===== config.mk =====
export PLATFORM = sky130hd
export DESIGN_NAME = giop_header_parser
export DESIGN_NICKNAME = d
export VERILOG_FILES = /design/src/sv/giophp_pkg.sv /design/src/sv/giop_header_parser.sv
export SDC_FILE = /design/constraint.sdc
export NUM_CORES = 1
export LEC_CHECK = 0
export BUFFER_PORTS_ARGS = -buffer_cell sky130_fd_sc_hd__clkbuf_2
export CORE_UTILIZATION = 56
export DETAILED_ROUTE_END_ITERATION = 8
export PLACE_DENSITY = 0.78
export SLEW_MARGIN = 20
export SYNTH_ARGS = -nofsm -noshare
export SYNTH_HDL_FRONTEND = slang
export SYNTH_SLANG_ARGS = --single-unit

===== constraint.sdc =====
create_clock -name clk -period 3.6 [get_ports clk]
set_clock_uncertainty 0.15 [all_clocks]
set_input_delay 0.36 -clock clk [delete_from_list [all_inputs] [get_ports clk]]
set_output_delay 0.36 -clock clk [all_outputs]
set_load 0.01 [all_outputs]

===== src/sv/giophp_pkg.sv =====
// Shared types and constants for the GIOP/ZIOP message header parser.
// Used by giop_header_parser and its port checker; no dependencies.
`timescale 1ns / 1ps

package giophp_pkg;

	// Header layout
	localparam int HEADER_BYTES = 12;
	localparam int POS_W        = 4;
	localparam logic [POS_W-1:0] POS_MAGIC0 = POS_W'(0);
	localparam logic [POS_W-1:0] POS_MAGIC1 = POS_W'(1);
	localparam logic [POS_W-1:0] POS_MAGIC2 = POS_W'(2);
	localparam logic [POS_W-1:0] POS_MAGIC3 = POS_W'(3);
	localparam logic [POS_W-1:0] POS_MAJOR  = POS_W'(4);
	localparam logic [POS_W-1:0] POS_MINOR  = POS_W'(5);
	localparam logic [POS_W-1:0] POS_FLAGS  = POS_W'(6);
	localparam logic [POS_W-1:0] POS_TYPE   = POS_W'(7);
	localparam logic [POS_W-1:0] POS_LAST   = POS_W'(HEADER_BYTES - 1);

	// Magic bytes
	localparam logic [7:0] MAGIC_Z = 8'h5A;
	localparam logic [7:0] MAGIC_G = 8'h47;
	localparam logic [7:0] MAGIC_I = 8'h49;
	localparam logic [7:0] MAGIC_O = 8'h4F;
	localparam logic [7:0] MAGIC_P = 8'h50;

	// Message types that may carry an empty body
	localparam logic [7:0] MSG_CLOSE_CONNECTION = 8'd5;
	localparam logic [7:0] MSG_MESSAGE_ERROR    = 8'd6;

	// Version 1.0 special handling
	localparam logic [7:0] V10_MAJOR = 8'd1;
	localparam logic [7:0] V10_MINOR = 8'd0;

	// Flags bits
	localparam int FLAG_LITTLE_ENDIAN = 0;
	localparam int FLAG_MORE_FRAGS    = 1;

	// Configuration registers
	localparam int CFG_INDEX_W = 1;
	localparam logic [CFG_INDEX_W-1:0] REG_ACCEPTED_MAJOR = 1'b0;
	localparam logic [CFG_INDEX_W-1:0] REG_MAX_MINOR      = 1'b1;
	localparam logic [7:0] ACCEPTED_MAJOR_RST = 8'd1;
	localparam logic [7:0] MAX_MINOR_RST      = 8'd2;

	typedef enum logic [2:0] {
		ST_OK             = 3'd0,
		ST_NEED_MORE      = 3'd1,
		ST_BAD_MAGIC      = 3'd2,
		ST_BAD_VERSION    = 3'd3,
		ST_BAD_BYTE_ORDER = 3'd4,
		ST_ZERO_SIZE      = 3'd5
	} status_t;

	// Result word, status field in the lowest bits, padded to 64 bits
	typedef struct packed {
		logic [1:0]  pad;
		logic        compressed;
		logic        more_fragments;
		logic        little_endian;
		logic [7:0]  version_minor;
		logic [7:0]  version_major;
		logic [31:0] payload_size;
		logic [7:0]  message_type;
		status_t     status;
	} result_t;

	localparam int RESULT_W = $bits(result_t);

endpackage


===== src/sv/giop_header_parser.sv =====
// GIOP/ZIOP message header parser: one header byte per word in, one result
// word per header out. Depends on giophp_pkg.
`timescale 1ns / 1ps
//
//  channel   dir  handshake           payload
//  s_*       in   s_tvalid/s_tready   s_tdata = header_byte, s_tlast = end_of_data
//  m_*       out  m_tvalid/m_tready   m_tdata = result_t (status .. compressed)
//  cfg_*     in   cfg_valid/cfg_ready cfg_index, cfg_data
//
//  One byte per cycle sustained while results are taken. A byte is registered in
//  the input stage, then decoded against the running header state in the next
//  cycle; a result enters the output register as its last byte leaves the input
//  stage. The input stage only waits when it holds a result-ending byte and the
//  output register is full and not being taken. Reset clears the header position
//  and error, sets accepted_major to 1, max_minor to 2. cfg_ready is always high.

module giop_header_parser
	import giophp_pkg::*;
(
	input  logic                   clk,
	input  logic                   arst_n,
	// configuration write
	input  logic                   cfg_valid,
	output logic                   cfg_ready,
	input  logic [CFG_INDEX_W-1:0] cfg_index,
	input  logic [7:0]             cfg_data,
	// header byte stream
	input  logic                   s_tvalid,
	output logic                   s_tready,
	input  logic [7:0]             s_tdata,   // [7:0] header_byte
	input  logic                   s_tlast,   // end_of_data
	// result stream
	output logic                   m_tvalid,
	input  logic                   m_tready,
	output logic [RESULT_W-1:0]    m_tdata    // [2:0] status, [10:3] message_type,
	                                          // [42:11] payload_size, [50:43] version_major,
	                                          // [58:51] version_minor, [59] little_endian,
	                                          // [60] more_fragments, [61] compressed, [63:62] 0
);

	// Configuration registers
	logic [7:0] accepted_major_q;
	logic [7:0] max_minor_q;

	// Input stage
	logic       valid_s1;
	logic [7:0] byte_s1;
	logic       last_s1;

	// Running header state
	logic [POS_W-1:0] count_q;
	status_t          err_q;
	logic             zmagic_q;
	logic [7:0]       major_q;
	logic [7:0]       minor_q;
	logic [1:0]       flags_q;
	logic [7:0]       type_q;
	logic [23:0]      size_q;

	// Output register
	logic    out_valid_q;
	result_t out_data_q;

	// Decode signals
	logic    produce;
	logic    out_free;
	logic    advance;
	status_t chk;
	status_t new_err;
	logic [31:0] size_be;
	logic [31:0] size_dec;
	logic    v10;
	result_t result;

	assign cfg_ready = 1'b1;

	always_ff @(posedge clk or negedge arst_n) begin
		if (!arst_n) begin
			accepted_major_q <= ACCEPTED_MAJOR_RST;
			max_minor_q      <= MAX_MINOR_RST;
		end else if (cfg_valid) begin
			unique case (cfg_index)
				REG_ACCEPTED_MAJOR: accepted_major_q <= cfg_data;
				REG_MAX_MINOR:      max_minor_q      <= cfg_data;
				default: ;
			endcase
		end
	end

	// Flow control
	assign produce  = valid_s1 && (last_s1 || count_q == POS_LAST);
	assign out_free = !out_valid_q || m_tready;
	assign advance  = valid_s1 && (!produce || out_free);
	assign s_tready = !valid_s1 || advance;

	// Input register
	always_ff @(posedge clk or negedge arst_n) begin
		if (!arst_n) begin
			valid_s1 <= 1'b0;
		end else if (s_tready) begin
			valid_s1 <= s_tvalid;
		end
	end

	always_ff @(posedge clk) begin
		if (s_tready && s_tvalid) begin
			byte_s1 <= s_tdata;
			last_s1 <= s_tlast;
		end
	end

	// Size as it stands once the last byte is in
	assign size_be  = {size_q, byte_s1};
	assign size_dec = flags_q[FLAG_LITTLE_ENDIAN]
		? {byte_s1, size_q[7:0], size_q[15:8], size_q[23:16]}
		: size_be;
	assign v10 = (major_q == V10_MAJOR) && (minor_q == V10_MINOR);

	// Per-position check of the current byte
	always_comb begin
		chk = ST_OK;
		unique case (count_q)
			POS_MAGIC0: if (byte_s1 != MAGIC_Z && byte_s1 != MAGIC_G) chk = ST_BAD_MAGIC;
			POS_MAGIC1: if (byte_s1 != MAGIC_I) chk = ST_BAD_MAGIC;
			POS_MAGIC2: if (byte_s1 != MAGIC_O) chk = ST_BAD_MAGIC;
			POS_MAGIC3: if (byte_s1 != MAGIC_P) chk = ST_BAD_MAGIC;
			POS_MINOR: begin
				if (major_q != accepted_major_q || byte_s1 > max_minor_q)
					chk = ST_BAD_VERSION;
			end
			POS_FLAGS: begin
				if (major_q == V10_MAJOR && minor_q == V10_MINOR && byte_s1 > 8'd1)
					chk = ST_BAD_BYTE_ORDER;
			end
			POS_LAST: begin
				if (size_dec == 32'd0 && type_q != MSG_CLOSE_CONNECTION
						&& type_q != MSG_MESSAGE_ERROR)
					chk = ST_ZERO_SIZE;
			end
			default: chk = ST_OK;
		endcase
	end

	// First error in check order wins
	assign new_err = (err_q != ST_OK) ? err_q : chk;

	// Result word
	always_comb begin
		result = '0;
		if (count_q != POS_LAST) begin
			result.status = ST_NEED_MORE;
		end else begin
			result.status = new_err;
			if (new_err == ST_OK) begin
				result.message_type   = type_q;
				result.payload_size   = size_dec;
				result.version_major  = major_q;
				result.version_minor  = minor_q;
				result.little_endian  = flags_q[FLAG_LITTLE_ENDIAN];
				result.more_fragments = !v10 && flags_q[FLAG_MORE_FRAGS];
				result.compressed     = !v10 && zmagic_q;
			end
		end
	end

	// Header control state
	always_ff @(posedge clk or negedge arst_n) begin
		if (!arst_n) begin
			count_q <= '0;
			err_q   <= ST_OK;
		end else if (advance) begin
			if (produce) begin
				count_q <= '0;
				err_q   <= ST_OK;
			end else begin
				count_q <= count_q + POS_W'(1);
				err_q   <= new_err;
			end
		end
	end

	// Header fields, each written at its own position before use
	always_ff @(posedge clk) begin
		if (advance) begin
			unique case (count_q)
				POS_MAGIC0: zmagic_q <= (byte_s1 == MAGIC_Z);
				POS_MAJOR:  major_q  <= byte_s1;
				POS_MINOR:  minor_q  <= byte_s1;
				POS_FLAGS:  flags_q  <= byte_s1[1:0];
				POS_TYPE:   type_q   <= byte_s1;
				default:    size_q   <= {size_q[15:0], byte_s1};
			endcase
		end
	end

	// Output register
	always_ff @(posedge clk or negedge arst_n) begin
		if (!arst_n) begin
			out_valid_q <= 1'b0;
		end else if (out_free) begin
			out_valid_q <= advance && produce;
		end
	end

	always_ff @(posedge clk) begin
		if (out_free && advance && produce) begin
			out_data_q <= result;
		end
	end

	assign m_tvalid = out_valid_q;
	assign m_tdata  = out_data_q;

endmodule


==> results list <==
- The net count of the finished layout is between 500 and 600.
- Combined global-route utilization of all metal layers: 0.225
- By area the synthesized netlist is led by sky130_fd_sc_hd__edfxtp_1 (58%), sky130_fd_sc_hd__dfrtp_1 (9.1%), sky130_fd_sc_hd__mux2i_1 (5.1%).
- Count of boundary I/O pins: 90
- Clock tree synthesis found a total of ~150 sinks.
- Antenna violations before repair: 0
* # port buffers: 86
- Slew Limit Fails: 0
- For this run, the register share of the synthesized area comes to 0.678.
- The critical path ends at m_tdata[54].
* Gp weighted congestion: about 0.83
* Number of synthesized register bits: 147
- Worst reg2reg path startpoint: count_q[0]
- The startpoint identified for the worst hold timing path is s_tvalid.
* DRC violations left: 0
* Clock slew at reported path FFs: about 0.06 ns
- Count of different cell masters after synthesis: 54
* Core outline area: between 0.01 and 0.015 mm²
- The worst path in the final design needs a cycle of 2.79 ns, including I/O delays and setup.
- CTS Root Cell: sky130_fd_sc_hd__clkbuf_16
- Setup crit end kind: flop
- Longest Clk Path Bufs: 2
- Required time worst endpoint: 3.55 ns
- The run finished with clean final reports.
* Largest fanout of any net on the critical path: 43
- Placed wire-length estimate: 8030 µm
- The number of failing hold endpoints at the final stage came to 0.
- Syn. warnings: 0
- Summing every instance area after synthesis gives 0.00633 mm².
- Setup violations remaining at the end of the flow were counted as 0.
- Design area: 0.00759 mm²
- TritonCTS built the clock tree.
- The initial utilization of the core area, before any placement, comes to 0.579.
- Synthesis produced a netlist whose cell count is 434.
* Most used standard cell by instance count after synthesis: sky130_fd_sc_hd__edfxtp_1
* Total leakage power: just over 3 nW
* Worst slew margin: 0.489
- Layout overhead on the synthesized area: 19.9%
- CP startpoint: count_q[0]
- The layout has between 700 and 800 filler cells.
* Number of vias after detailed routing: slightly below 4000
- For the pin with the worst max-slew slack, the measured transition is approximately 0.76 ns.
- In this run the worst hold path is classified as in2reg.
* Fin util: 0.694
- DR vias/cell: between 5 and 6
- Count of inserted antenna diode cells: 0
- Final worst path period share: 0.774
- In this run the vertical extent of the chip is between 100 and 150 µm.
- In this run the remaining antenna-violating nets after routing total 0.
- Sorting the synthesized cells by how often they occur yields sky130_fd_sc_hd__edfxtp_1 (122), sky130_fd_sc_hd__nor2_1 (39), sky130_fd_sc_hd__mux2i_1 (32).
- Worst-case vdd ir drop: 0.000272 V
* Accumulated negative setup slack: 0 ns
* Unrepaired setup endpoints after global routing: false
- The via count of the first global-routing pass was 3711.
- TritonCTS buffer count: 17
* Drt wl/cell: 17.5 µm
- For the worst-skew pair, the clock arrives at the later sink with an insertion delay of 0.42 ns.
* Violation count after the first detailed-route iteration: approximately 250
- For the worst flop-to-flop path, the logic depth is 6.
- Crit Path Category: reg2reg
* H-tree level count: 4
* Global-route wire length before repair: 19100 µm
- Dividing total power by cell area gives a power density of 573 mW/mm².
- Row generation in the floorplan step produced 38 rows.
- After layout, the design draws a total of 4.35 mW.
* Type of element launching the critical path: flop
- For the worst setup path, the data arrival time is 2.74 ns.
* Share of synthesized registers carrying an async set or reset: 0.170
* F_max: 0.359 GHz
* Overflow left after global routing: 0
* Cts repair resizes: 0
- Area share of the largest cell type after synthesis: 0.579
- Yosys mapped a number of flops with a built-in enable equal to ~120.
* Wire length after detailed routing: 12100 µm
- Crit Reg-Reg Endpoint: m_tdata[54]
- Synth Flop Type: sky130_fd_sc_hd__edfxtp_1
- The synthesized design spends more area on one cell type than any other, namely sky130_fd_sc_hd__edfxtp_1.
- The floorplan step set the die width to 108 µm.
- The tool flagged a number of max-cap violations equal to 0.
- Synthesized area per cell: 14.6 µm²
* Count of TritonRoute iterations in the first routing pass: 4
- Entering global routing, the biggest net connects 44 pins.
- Worst setup slack for register-to-register paths: approximately 0.81 ns
* Total die area: 0.0117 mm²
* Area after DPL: 0.00688 mm²
- Layout cell share with drive strength beyond 1: 0.316
metrics by stage:
step	setup slack (ns)	std cells	hold slack, ns
finish	0.814	690	0.00827
global route	0.667	690	0.0104
CTS	0.830	690	0.00293
detailed placement	0.848	648	0.252
global placement	0.992	648	0.239
floorplan	0.403	435	-0.0856
cells by family after synthesis:
family | count (synthesis) | synth area share
AO/OA/AOI/OAI | 35 | 0.0385
XOR/XNOR | 11 | 0.0152
adder cells (fa/ha/maj) | 12 | 0.0237
buffers and inverters | 32 | 0.0261
flip-flops | 147 | 0.678
multiplexers | 48 | 0.0791
other | 2 | 0.00119
AND/OR/NAND/NOR | 147 | 0.138
repair_timing:
action                    4_1_cts  5_1_grt
hold buffers                   10        0
hold endpoints to repair       32        0
buffers inserted                0        0
cells in the final DEF, fill, tap and decap left out, types with 2 or more instances in the layout:
cell | Yosys | layout
sky130_fd_sc_hd__edfxtp_1 | 122 | 122
sky130_fd_sc_hd__clkbuf_2 | 1 | 86
sky130_fd_sc_hd__nor2_1 | 39 | 39
sky130_fd_sc_hd__mux2i_1 | 32 | 32
sky130_fd_sc_hd__and2_4 | 25 | 25
sky130_fd_sc_hd__dfrtp_1 | 23 | 23
sky130_fd_sc_hd__nand2_1 | 17 | 17
sky130_fd_sc_hd__clkbuf_16 | 0 | 17
sky130_fd_sc_hd__mux2_2 | 16 | 16
sky130_fd_sc_hd__nor2b_1 | 13 | 13
sky130_fd_sc_hd__inv_1 | 13 | 12
sky130_fd_sc_hd__ha_1 | 12 | 12
sky130_fd_sc_hd__nor4_1 | 10 | 10
sky130_fd_sc_hd__dlygate4sd3_1 | 0 | 10
sky130_fd_sc_hd__o21ai_0 | 9 | 9
sky130_fd_sc_hd__xnor2_1 | 8 | 8
sky130_fd_sc_hd__nor3_1 | 7 | 7
sky130_fd_sc_hd__nand2b_1 | 6 | 6
sky130_fd_sc_hd__and3_1 | 6 | 6
sky130_fd_sc_hd__a21oi_1 | 6 | 6
sky130_fd_sc_hd__nand4_1 | 6 | 6
sky130_fd_sc_hd__buf_4 | 3 | 5
sky130_fd_sc_hd__o2111ai_1 | 4 | 4
sky130_fd_sc_hd__clkinvlp_4 | 0 | 4
sky130_fd_sc_hd__inv_6 | 0 | 4
sky130_fd_sc_hd__nand3_1 | 3 | 3
sky130_fd_sc_hd__xor2_1 | 3 | 3
sky130_fd_sc_hd__nor4b_1 | 3 | 3
sky130_fd_sc_hd__conb_1 | 2 | 3
sky130_fd_sc_hd__bufinv_16 | 0 | 3
sky130_fd_sc_hd__or2_2 | 2 | 2
sky130_fd_sc_hd__and2_1 | 2 | 2
sky130_fd_sc_hd__o31ai_1 | 2 | 2
sky130_fd_sc_hd__a31oi_1 | 2 | 2
sky130_fd_sc_hd__dfstp_2 | 2 | 2
sky130_fd_sc_hd__clkinv_4 | 0 | 2
area by class of cell:
class                      instances  area, µm²  share of cell area
clock buffer                      18        429              0.0566
tap                              140        175              0.0231
inverter                          13       48.8             0.00643
clock inverter                    14        178              0.0234
timing repair buffer             102        588              0.0775
sequential                       147       4290               0.566
multi-input combinational        256       1880               0.247
power breakdown:
part	leakage (nW)	internal, mW	switching [mW]
combinational	1.28	0.175	0.245
sequential	1.45	2.01	0.116
clock	0.284	1.10	0.707
how the worst min path moves through the flow:
stage / end / depth (start not counted) / slack (ns)
floorplan: accepted_major_q[1] / 0 / -0.09
global placement: valid_s1 / 1 / 0.24
detailed placement: m_tvalid / 1 / 0.25
CTS: valid_s1 / 2 / 0.003
global route: valid_s1 / 2 / 0.01
finish: valid_s1 / 2 / 0.008
flip-flops by register name, summed over array words and instances (netlist names):
name and flops:
accepted_major_q 8, byte_s1 8, count_q 4, err_q 3, flags_q 2, last_s1 1, m_tdata 62, m_tvalid 1
major_q 8, max_minor_q 8, minor_q 8, size_q 24, type_q 8, valid_s1 1, zmagic_q 1
metal layers:
metal	vias up	GRT usage	routed length [µm]
met1	1868	0.311	5400
met3	15	0.0645	782
met5	-	0	0
met4	0	0.0801	159
li1	1805	-	-
met2	160	0.343	5720
critical path: stages (launching register included):
cell                      delay [ns]
sky130_fd_sc_hd__dfrtp_1        0.42
sky130_fd_sc_hd__ha_1           0.33
sky130_fd_sc_hd__and3b_1        0.36
sky130_fd_sc_hd__or2_2          0.22
sky130_fd_sc_hd__nand3_1        0.19
sky130_fd_sc_hd__inv_2          0.45
sky130_fd_sc_hd__buf_12         0.30
Power figures use the tool's default switching activity.
